<file path="config.mk">
export PLATFORM = sky130hd
export DESIGN_NAME = line_follow_pid_steering_top
export DESIGN_NICKNAME = d
export VERILOG_FILES = /design/src/design/lfps_pkg.sv /design/src/design/line_follow_pid_steering_top.sv /design/src/design/lfps_ctrl.sv /design/src/design/lfps_dp.sv
export SDC_FILE = /design/constraint.sdc
export NUM_CORES = 2
export LEC_CHECK = 0
export ABC_AREA = 1
export BUFFER_PORTS_ARGS = -buffer_cell sky130_fd_sc_hd__buf_2
export CORE_ASPECT_RATIO = 1.75
export CORE_UTILIZATION = 70
export DETAILED_ROUTE_END_ITERATION = 8
export GPL_TIMING_DRIVEN = 0
export PLACE_DENSITY = 0.93
export SYNTH_ARGS = -nofsm -noshare
export SYNTH_HDL_FRONTEND = slang
export SYNTH_SLANG_ARGS = --single-unit
</file>
<file path="constraint.sdc">
create_clock -name clock -period 16.92 [get_ports clock]
set_input_delay 0.846 -clock clock [delete_from_list [all_inputs] [get_ports clock]]
set_output_delay 0.846 -clock clock [all_outputs]
set_load 0.01 [all_outputs]
</file>
<file path="src/design/lfps_pkg.sv">
`timescale 1ns / 1ps
package lfps_pkg;
   localparam int unsigned ERR_W = 16;
   localparam int unsigned SUM_W = 25;
   localparam logic signed [ERR_W-1:0] ONE_Q = 16'sd256;
   localparam logic signed [ERR_W-1:0] ESCAPE_ERR = 16'sd384;
   localparam logic [6:0] SLOW_DUTY = 7'd20;
   localparam logic [6:0] FAST_DUTY = 7'd45;

   localparam logic [2:0] REG_MODE_IR     = 3'd0;
   localparam logic [2:0] REG_LEFT_THR    = 3'd1;
   localparam logic [2:0] REG_RIGHT_THR   = 3'd2;
   localparam logic [2:0] REG_BEACON_THR  = 3'd3;
   localparam logic [2:0] REG_GAIN_P      = 3'd4;
   localparam logic [2:0] REG_GAIN_I      = 3'd5;
   localparam logic [2:0] REG_GAIN_D      = 3'd6;
   localparam logic [2:0] REG_INT_LIMIT   = 3'd7;

   // multiply operand selectors
   typedef enum logic [1:0] {
      MUL_ERR_DT,
      MUL_P,
      MUL_I,
      MUL_D
   } mul_sel_type;

   // controller -> datapath
   typedef struct packed {
      logic        load;      // capture input word, classify
      logic        mul_go;    // multiply with mul_sel
      mul_sel_type mul_sel;
      logic        div_start; // start derivative divide
      logic        div_step;  // one restoring step
      logic        div_done;  // apply sign to quotient, clamp integral
      logic        finish;    // form outputs, update state
   } lfps_cmd_type;

   // datapath -> controller
   typedef struct packed {
      logic dt_zero;
   } lfps_sts_type;
endpackage

</file>
<file path="src/design/line_follow_pid_steering_top.sv">
`timescale 1ns / 1ps
// Line-follow steering PID. Each req word (left/right sample, elapsed ms,
// escape pulse) yields one rsp word (servo angle, motor duties, Q8.8 steer
// value, zero-time flag). One word is in flight at a time; from accept to rsp
// valid it passes a classify step, an err*dt multiply, a 17-step restoring
// divider for the derivative plus a sign and integral-clamp step, three
// passes through the shared multiplier for the P, I and D terms (D skipped
// when elapsed time is zero), and an output step. req_tready returns once the
// rsp register is loaded, so a new word is not taken before the last is done;
// a stalled rsp word holds the last step until it drains. The rsp register
// holds a finished word while the next req is already being worked on. Config
// writes via csr_ are accepted every cycle and must only occur while idle.
module line_follow_pid_steering_top
   import lfps_pkg::*;
#(
   parameter int CENTER_ANGLE = 90,
   parameter int LOW_ANGLE    = 45,
   parameter int HIGH_ANGLE   = 135,
   parameter int CRUISE_SPEED = 40
) (
   input  logic        clock,
   input  logic        reset,
   input  logic        req_tvalid,
   output logic        req_tready,
   // left_sample[15:0], right_sample[31:16], elapsed_ms[47:32], escape_event[48]
   input  logic [55:0] req_tdata,
   output logic        rsp_tvalid,
   input  logic        rsp_tready,
   // servo_angle[7:0], left_speed[14:8], right_speed[21:15],
   // steer_value[37:22], time_fault[38]
   output logic [39:0] rsp_tdata,
   input  logic        csr_valid,
   output logic        csr_ready,
   input  logic [2:0]  csr_index,
   input  logic [23:0] csr_data
);
   logic        mode_ir_ff;
   logic [15:0] left_thr_ff, right_thr_ff, beacon_thr_ff;
   logic [15:0] gain_p_ff, gain_i_ff, gain_d_ff;
   logic [23:0] int_limit_ff;

   assign csr_ready = 1'b1;
   always_ff @(posedge clock) begin
      if (reset) begin
         mode_ir_ff    <= 1'b0;
         left_thr_ff   <= 16'd2048;
         right_thr_ff  <= 16'd2048;
         beacon_thr_ff <= 16'd1000;
         gain_p_ff     <= 16'd256;
         gain_i_ff     <= 16'd0;
         gain_d_ff     <= 16'd0;
         int_limit_ff  <= 24'd256000;
      end else if (csr_valid) begin
         unique case (csr_index)
            REG_MODE_IR:    mode_ir_ff    <= csr_data[0];
            REG_LEFT_THR:   left_thr_ff   <= csr_data[15:0];
            REG_RIGHT_THR:  right_thr_ff  <= csr_data[15:0];
            REG_BEACON_THR: beacon_thr_ff <= csr_data[15:0];
            REG_GAIN_P:     gain_p_ff     <= csr_data[15:0];
            REG_GAIN_I:     gain_i_ff     <= csr_data[15:0];
            REG_GAIN_D:     gain_d_ff     <= csr_data[15:0];
            REG_INT_LIMIT:  int_limit_ff  <= csr_data;
            default: ;
         endcase
      end
   end

   lfps_cmd_type cmd;
   lfps_sts_type sts;
   logic busy, out_load, out_free;
   logic valid_ff;

   assign req_tready = !busy;
   // output register frees when empty or being taken this cycle
   assign out_free   = !valid_ff || rsp_tready;

   lfps_ctrl u_ctrl (
      .clock(clock), .reset(reset), .start(req_tvalid && req_tready),
      .sts(sts), .out_free(out_free), .cmd(cmd), .busy(busy), .out_load(out_load)
   );

   logic [7:0] servo_angle;
   logic [6:0] left_speed, right_speed;
   logic signed [15:0] steer_value;
   logic time_fault;

   lfps_dp #(
      .CENTER_ANGLE(CENTER_ANGLE), .LOW_ANGLE(LOW_ANGLE),
      .HIGH_ANGLE(HIGH_ANGLE), .CRUISE_SPEED(CRUISE_SPEED)
   ) u_dp (
      .clock(clock), .reset(reset), .cmd(cmd), .sts(sts),
      .left_sample(req_tdata[15:0]), .right_sample(req_tdata[31:16]),
      .elapsed_ms(req_tdata[47:32]), .escape_event(req_tdata[48]),
      .mode_ir(mode_ir_ff), .left_thr(left_thr_ff), .right_thr(right_thr_ff),
      .beacon_thr(beacon_thr_ff), .gain_p(gain_p_ff), .gain_i(gain_i_ff),
      .gain_d(gain_d_ff), .int_limit(int_limit_ff),
      .servo_angle(servo_angle), .left_speed(left_speed), .right_speed(right_speed),
      .steer_value(steer_value), .time_fault(time_fault)
   );

   always_ff @(posedge clock) begin
      if (reset) valid_ff <= 1'b0;
      else if (out_load) valid_ff <= 1'b1;
      else if (rsp_tready) valid_ff <= 1'b0;
   end

   assign rsp_tvalid = valid_ff;
   assign rsp_tdata  = {1'b0, time_fault, steer_value, right_speed, left_speed,
                        servo_angle};
endmodule

</file>
<file path="src/design/lfps_ctrl.sv">
`timescale 1ns / 1ps
module lfps_ctrl
   import lfps_pkg::*;
(
   input  logic         clock,
   input  logic         reset,
   input  logic         start,
   input  lfps_sts_type sts,
   input  logic         out_free,
   output lfps_cmd_type cmd,
   output logic         busy,
   output logic         out_load
);
   typedef enum logic [2:0] {
      S_IDLE, S_MULDT, S_DIV, S_MULP, S_MULI, S_MULD, S_FIN
   } state_type;

   state_type  state_ff, state_in;
   logic [4:0] cnt_ff, cnt_in;

   always_comb begin
      state_in = state_ff;
      cnt_in   = cnt_ff;
      cmd      = '0;
      cmd.mul_sel = MUL_ERR_DT;
      out_load = 1'b0;
      unique case (state_ff)
         S_IDLE: begin
            if (start) begin
               cmd.load = 1'b1;
               state_in = S_MULDT;
            end
         end
         S_MULDT: begin
            cmd.mul_go    = 1'b1;
            cmd.mul_sel   = MUL_ERR_DT;
            cmd.div_start = 1'b1;
            cnt_in        = 5'd0;
            state_in      = S_DIV;
         end
         S_DIV: begin
            if (cnt_ff == 5'd17) begin
               cmd.div_done = 1'b1;
               state_in     = S_MULP;
            end else begin
               cmd.div_step = 1'b1;
               cnt_in       = cnt_ff + 5'd1;
            end
         end
         S_MULP: begin
            cmd.mul_go  = 1'b1;
            cmd.mul_sel = MUL_P;
            state_in    = S_MULI;
         end
         S_MULI: begin
            cmd.mul_go  = 1'b1;
            cmd.mul_sel = MUL_I;
            state_in    = S_MULD;
         end
         S_MULD: begin
            // zero elapsed time: no derivative term, accumulator kept
            cmd.mul_go  = !sts.dt_zero;
            cmd.mul_sel = MUL_D;
            state_in    = S_FIN;
         end
         S_FIN: begin
            if (out_free) begin
               cmd.finish = 1'b1;
               out_load   = 1'b1;
               state_in   = S_IDLE;
            end
         end
         default: state_in = S_IDLE;
      endcase
   end

   always_ff @(posedge clock) begin
      if (reset) begin
         state_ff <= S_IDLE;
         cnt_ff   <= '0;
      end else begin
         state_ff <= state_in;
         cnt_ff   <= cnt_in;
      end
   end

   assign busy = (state_ff != S_IDLE);
endmodule

</file>
<file path="src/design/lfps_dp.sv">
`timescale 1ns / 1ps
module lfps_dp
   import lfps_pkg::*;
#(
   parameter int CENTER_ANGLE = 90,
   parameter int LOW_ANGLE    = 45,
   parameter int HIGH_ANGLE   = 135,
   parameter int CRUISE_SPEED = 40
) (
   input  logic         clock,
   input  logic         reset,
   input  lfps_cmd_type cmd,
   output lfps_sts_type sts,
   input  logic [15:0]  left_sample,
   input  logic [15:0]  right_sample,
   input  logic [15:0]  elapsed_ms,
   input  logic         escape_event,
   input  logic         mode_ir,
   input  logic [15:0]  left_thr,
   input  logic [15:0]  right_thr,
   input  logic [15:0]  beacon_thr,
   input  logic [15:0]  gain_p,
   input  logic [15:0]  gain_i,
   input  logic [15:0]  gain_d,
   input  logic [23:0]  int_limit,
   output logic [7:0]   servo_angle,
   output logic [6:0]   left_speed,
   output logic [6:0]   right_speed,
   output logic signed [15:0] steer_value,
   output logic         time_fault
);
   localparam logic signed [19:0] BASE_Q = 20'(CENTER_ANGLE * 256);
   localparam logic signed [19:0] HI_OFF = 20'((HIGH_ANGLE - CENTER_ANGLE) * 256);
   localparam logic signed [19:0] LO_OFF = 20'((LOW_ANGLE - CENTER_ANGLE) * 256);

   logic signed [15:0] last_err_ff, last_err_in, err_ff, err_in;
   logic signed [SUM_W-1:0] sum_ff;
   logic esc_ff, esc_in, diff_ff, diff_in;
   logic [15:0] dt_ff;
   logic signed [16:0] delta_ff;
   logic signed [42:0] acc_ff;
   // divider
   logic [16:0] rem_ff;
   logic [16:0] quo_ff;
   logic        qneg_ff;
   logic signed [17:0] deriv_ff;

   // classification
   always_comb begin
      logic signed [16:0] d;
      logic [16:0] ad;
      logic signed [17:0] dbl;
      logic l_off, r_off, l_on, r_on;
      esc_in  = esc_ff | escape_event;
      diff_in = 1'b0;
      err_in  = last_err_ff;
      l_off = left_sample > left_thr;
      r_off = right_sample > right_thr;
      l_on  = left_sample < left_thr;
      r_on  = right_sample < right_thr;
      d  = $signed({1'b0, left_sample}) - $signed({1'b0, right_sample});
      ad = d[16] ? 17'(-d) : 17'(d);
      dbl = 18'(last_err_ff) <<< 1;
      if (!mode_ir) begin
         priority if (esc_in) err_in = ESCAPE_ERR;
         else if (l_off && r_off) begin
            diff_in = 1'b1;
            if (dbl > 18'sd32767) err_in = 16'sh7fff;
            else if (dbl < -18'sd32768) err_in = 16'sh8000;
            else err_in = dbl[15:0];
         end else if (l_off && r_on) begin
            err_in = -ONE_Q; esc_in = 1'b0;
         end else if (l_on && r_off) begin
            err_in = ONE_Q; esc_in = 1'b0;
         end else begin
            err_in = '0; esc_in = 1'b0;
         end
      end else begin
         priority if (!d[16] && 17'(d) > {1'b0, beacon_thr}) err_in = ONE_Q;
         else if (d[16] && ad > {1'b0, beacon_thr}) err_in = -ONE_Q;
         else if (ad < {1'b0, beacon_thr}) err_in = '0;
         else err_in = last_err_ff;
      end
   end

   // shared 17x26 signed multiplier
   logic signed [25:0] mul_a;
   logic signed [16:0] mul_b;
   logic signed [42:0] prod;
   always_comb begin
      unique case (cmd.mul_sel)
         MUL_ERR_DT: begin mul_a = 26'(err_ff); mul_b = $signed({1'b0, dt_ff}); end
         MUL_P: begin mul_a = 26'(err_ff); mul_b = $signed({1'b0, gain_p}); end
         MUL_I: begin mul_a = 26'(sum_ff); mul_b = $signed({1'b0, gain_i}); end
         MUL_D: begin mul_a = 26'(deriv_ff); mul_b = $signed({1'b0, gain_d}); end
         default: begin mul_a = '0; mul_b = '0; end
      endcase
      prod = 43'(mul_a) * 43'(mul_b);
   end

   // integral clamp from registered err*dt product
   logic signed [33:0] sum_new;
   logic signed [33:0] lim_s;
   logic signed [SUM_W-1:0] sum_cl;
   assign lim_s   = $signed({10'd0, int_limit});
   assign sum_new = 34'(sum_ff) + 34'(acc_ff);
   always_comb begin
      priority if (sum_new > lim_s) sum_cl = SUM_W'(lim_s);
      else if (sum_new < -lim_s) sum_cl = SUM_W'(-lim_s);
      else sum_cl = SUM_W'(sum_new);
   end

   // restoring divide step on magnitudes
   logic [16:0] rem_sh, rem_sub;
   assign rem_sh  = {rem_ff[15:0], quo_ff[16]};
   assign rem_sub = rem_sh - {1'b0, dt_ff};

   // output shaping
   logic signed [42:0] pid_fl;
   logic signed [19:0] pid_c;
   logic signed [19:0] ang_q;
   always_comb begin
      pid_fl = acc_ff >>> 8;
      if (pid_fl > 43'(HI_OFF)) pid_c = HI_OFF;
      else if (pid_fl < 43'(LO_OFF)) pid_c = LO_OFF;
      else pid_c = 20'(pid_fl);
      if (pid_c > 20'sd32767) pid_c = 20'sd32767;
      else if (pid_c < -20'sd32768) pid_c = -20'sd32768;
      ang_q = BASE_Q + pid_c;
   end

   always_ff @(posedge clock) begin
      if (reset) begin
         last_err_ff <= '0;
         sum_ff      <= '0;
         esc_ff      <= 1'b0;
      end else begin
         if (cmd.load) begin
            err_ff   <= err_in;
            esc_ff   <= esc_in;
            diff_ff  <= diff_in;
            dt_ff    <= elapsed_ms;
            delta_ff <= 17'(err_in) - 17'(last_err_ff);
         end
         if (cmd.mul_go) begin
            unique case (cmd.mul_sel)
               MUL_ERR_DT, MUL_P: acc_ff <= prod;
               default:           acc_ff <= acc_ff + prod;
            endcase
         end
         if (cmd.div_start) begin
            qneg_ff <= delta_ff[16];
            quo_ff  <= delta_ff[16] ? 17'(-delta_ff) : 17'(delta_ff);
            rem_ff  <= '0;
         end
         if (cmd.div_step) begin
            if (!rem_sub[16]) rem_ff <= rem_sub;
            else rem_ff <= rem_sh;
            quo_ff <= {quo_ff[15:0], ~rem_sub[16]};
         end
         if (cmd.div_done) begin
            deriv_ff <= qneg_ff ? -18'($signed({1'b0, quo_ff})) : 18'($signed({1'b0, quo_ff}));
            // acc holds err*dt for the whole divide
            sum_ff   <= sum_cl;
         end
         if (cmd.finish) begin
            last_err_ff <= err_ff;
            steer_value <= pid_c[15:0];
            time_fault  <= (dt_ff == '0);
            if (pid_c == '0) begin
               servo_angle <= 8'(CENTER_ANGLE);
               left_speed  <= 7'(CRUISE_SPEED);
               right_speed <= 7'(CRUISE_SPEED);
            end else begin
               servo_angle <= ang_q[19] ? 8'd0 : ang_q[15:8];
               if (!diff_ff) begin
                  left_speed  <= 7'(CRUISE_SPEED);
                  right_speed <= 7'(CRUISE_SPEED);
               end else if (pid_c[19]) begin
                  left_speed  <= FAST_DUTY;
                  right_speed <= SLOW_DUTY;
               end else begin
                  left_speed  <= SLOW_DUTY;
                  right_speed <= FAST_DUTY;
               end
            end
         end
      end
   end

   assign sts.dt_zero = (dt_ff == '0);
endmodule

</file>
==> results.sh <==
export IMPL_fmax_ghz=0.08900
export IMPL_drive_gt1_frac=0.05835
export IMPL_grt_pass1_wl_mm=219.9
export IMPL_vias=39667
export IMPL_dr_pass1_iters=9
export IMPL_r2r_slack_ns=5.68
export IMPL_dp_hpwl_mm=114.3
export IMPL_slew_headroom=0.1042
export IMPL_crit_top_cell="fa_1"
export IMPL_place_congestion=1.048
export IMPL_drtAntennaViolNets=0
export IMPL_hold_class="in -> reg"
export IMPL_finalHoldViolations=0
export IMPL_synthArstFlopShare=0
export IMPL_dieWidth_um=184.8
export IMPL_synth_avg_cell_area_sq_um=7.540
export IMPL_drv_cap=0
export IMPL_hold_start="req_tdata[39]"
export IMPL_post_drt_wl_per_cell_um=22.76
export IMPL_tns_ns=0
export IMPL_grt_pass1_vias=40748
export IMPL_die_area_sq_um=59470
export IMPL_fin_crit_ns=11.24
export IMPL_synth_top_flop_cell="edfxtp_1"
export IMPL_cts_buffer_depth=3
export IMPL_crit_slowest_cell="fa_1"
export IMPL_numCtsBuffers=36
export IMPL_rows=116
export IMPL_reg2regPathDepth=36
export IMPL_mostFrequentLayoutCell="nand2_1"
export IMPL_cts_resized=0
export IMPL_fin_nets=6444
export IMPL_setup_viol=0
export IMPL_synth_edf_count=175
export IMPL_yosysTopAreaCell="fa_1"
export IMPL_clk_pin_slew_worst_paths_ns=0.07
export IMPL_synth_seq_area_share=0.2126
export IMPL_worst_slack_ns=5.684
export IMPL_synth_cell_types=69
export IMPL_max_stage_delay_ns=0.84
export IMPL_vias_per_cell=6.200
export IMPL_antenna_found_initial=15
export IMPL_cp_max_fo=10
export IMPL_grtUsageTotal=0.4998
export IMPL_holdBufCountCts=0
export IMPL_worstSkewPairLatency_ns=0.60
export IMPL_crit_path_end="u_dp.acc_ff[34]"
export IMPL_syn_area_sq_um=40920
export IMPL_cp_end_kind="register"
export IMPL_core_area_sq_um=57480
export IMPL_mostFrequentLayoutCells="1061 x nand2_1, 1014 x inv_1, 593 x nor2_1, 400 x fa_1, 369 x a21oi_1"
export IMPL_ys_ff_latch=347
export IMPL_post_cts_buffers=0
export IMPL_port_buffers=116
export IMPL_start_util=0.7120
export IMPL_tightest_slew_ns=1.335
export IMPL_drt_iter0_markers=3992
export IMPL_synthCells=5427
export IMPL_cts_tree="built"
export IMPL_clock_skew_ns=0.02830
export IMPL_startpoint_type="register"
export IMPL_worstPathRequired_ns=17.23
export IMPL_cts_sinks=347
export IMPL_route_detailed_drc=1
export IMPL_rsz0062_at_grt="false"
export IMPL_die_y_um=321.8
export IMPL_grt_max_degree=34
export IMPL_wl_mm=145.6
export IMPL_critPathLaunch="u_ctrl.state_ff[2]"
export IMPL_status="finished with violations"
export IMPL_num_io_pins=131
export IMPL_fin_crit_sh=0.6640
export IMPL_syn2layout_area_growth_pct=7.418
export IMPL_synth_area_leaders="fa_1 20%, edfxtp_1 13%, ha_1 11%"
export IMPL_cts_root_buf="clkbuf_16"
export IMPL_pre_cts_slack_ns=6.681
export IMPL_r2r_start="u_ctrl.state_ff[2]"
export IMPL_finalMaxSlewViolations=0
export IMPL_critical_path_class="reg -> reg"
export IMPL_yosys_warnings=0
export IMPL_htree_levels=2
export IMPL_yosysTopAreaCellShare=0.1957
export IMPL_arrival_ns=11.54
export IMPL_overflow=0
export IMPL_rr_endpoint="u_dp.acc_ff[34]"
export IMPL_violations="design-rule violations"
[area by class of cell]
type | instances | area [sq um]
inverter | 1046 | 3926
tap | 767 | 959.7
antenna | 10 | 25.02
buffer | 151 | 659.4
fill | 4352 | 13520
multi-input combinational | 3887 | 27690
timing repair buffer | 125 | 700.7
sequential | 347 | 8698
clock inverter | 26 | 387.9
clock buffer | 39 | 912.1
[metal layers]
layer | GRT usage | vias up | part of all wire
li1 | - | 17607 | -
met1 | 0.4471 | 18311 | 0.29
met2 | 0.8217 | 2567 | 0.47
met3 | 0.1800 | 1168 | 0.11
met4 | 0.5480 | 14 | 0.14
met5 | 0.001702 | - | 0.00064
[cells in the mapped netlist, types with 10 or more instances]
| library cell | instances |
|---|---|
| ha_1 | 362 |
| o22a_1 | 13 |
| nand3_1 | 165 |
| a31oi_1 | 33 |
| dfxtp_1 | 172 |
| fa_1 | 400 |
| clkinv_1 | 10 |
| inv_1 | 1014 |
| a21oi_1 | 370 |
| o21bai_1 | 11 |
| xnor2_1 | 49 |
| xor2_1 | 128 |
| o211ai_1 | 18 |
| o21a_1 | 22 |
| inv_2 | 22 |
| clkbuf_1 | 101 |
| a211oi_1 | 16 |
| nor2_2 | 14 |
| o221ai_1 | 13 |
| buf_4 | 12 |
| buf_1 | 10 |
| buf_2 | 26 |
| nor2_1 | 596 |
| nand4_1 | 64 |
| nand2_1 | 1061 |
| nand2_2 | 10 |
| or2_2 | 18 |
| nor4_1 | 24 |
| a21o_1 | 18 |
| nand3b_1 | 13 |
| edfxtp_1 | 175 |
| o21ai_1 | 13 |
| o21ai_0 | 319 |
| nor3_1 | 48 |
[logic make-up (layout without fill, tap and decap cells)]
family | count (synthesis) | after routing | share of synthesized area
buf+inv | 1197 | 1387 | 0.1121
compound gates | 893 | 893 | 0.1223
fa+ha+maj | 762 | 762 | 0.3064
flops | 347 | 347 | 0.2126
other cells | 2 | 16 | 0.0001835
xor+xnor | 180 | 180 | 0.03935
simple gates | 2046 | 2046 | 0.2071
[state kept, by name (all words and copies together) (netlist names), 16 cells and up]
| name | count |
|---|---|
| u_dp.deriv_ff | 18 |
| gain_p_ff | 16 |
| u_dp.rem_ff | 16 |
| gain_d_ff | 16 |
| right_thr_ff | 16 |
| u_dp.acc_ff | 43 |
| u_dp.dt_ff | 16 |
| u_dp.last_err_ff | 16 |
| u_dp.delta_ff | 17 |
| u_dp.quo_ff | 17 |
| u_dp.err_ff | 16 |
| u_dp.steer_value | 16 |
| u_dp.sum_ff | 25 |
| beacon_thr_ff | 16 |
| int_limit_ff | 24 |
| left_thr_ff | 16 |
| gain_i_ff | 16 |
[stage by stage]
| step | cell area [sq um] | cells | hold WS (ns) | util |
|---|---|---|---|---|
| 3_3_place_gp | 42480 | 6314 | 0.4356 | 0.7390 |
| 6_report | 43960 | 6398 | 0.4333 | 0.7648 |
| 3_5_place_dp | 42630 | 6323 | 0.4437 | 0.7417 |
| 5_1_grt | 43940 | 6391 | 0.4431 | 0.7645 |
| 2_1_floorplan | 40940 | 5431 | 0.4244 | - |
| 4_1_cts | 43930 | 6388 | 0.4364 | 0.7643 |
[worst max-delay path, delay by kind of cell, from the launching register on]
family | cells | cell delay [ns]
flip-flops | 1 | 0.36
buffers and inverters | 9 | 1.61
adder cells (fa/ha/maj) | 8 | 4.23
AND/OR/NAND/NOR | 6 | 1.07
AO/OA/AOI/OAI | 11 | 2.96
XOR/XNOR | 2 | 0.68
[worst min-delay path by stage]
stage	end	cells past startpoint	slack, ns
after floorplan	u_dp.qneg_ff	0	0.42
after global placement	gain_d_ff[14]	2	0.44
after detailed placement	gain_d_ff[11]	2	0.44
after CTS	u_dp.dt_ff[7]	1	0.44
after global routing	u_dp.dt_ff[9]	1	0.44
final	u_dp.dt_ff[7]	1	0.43
Power is left out: the tool's default activity adds up to more than one toggle a clock period on the data nets, which glitch-free logic cannot reach.
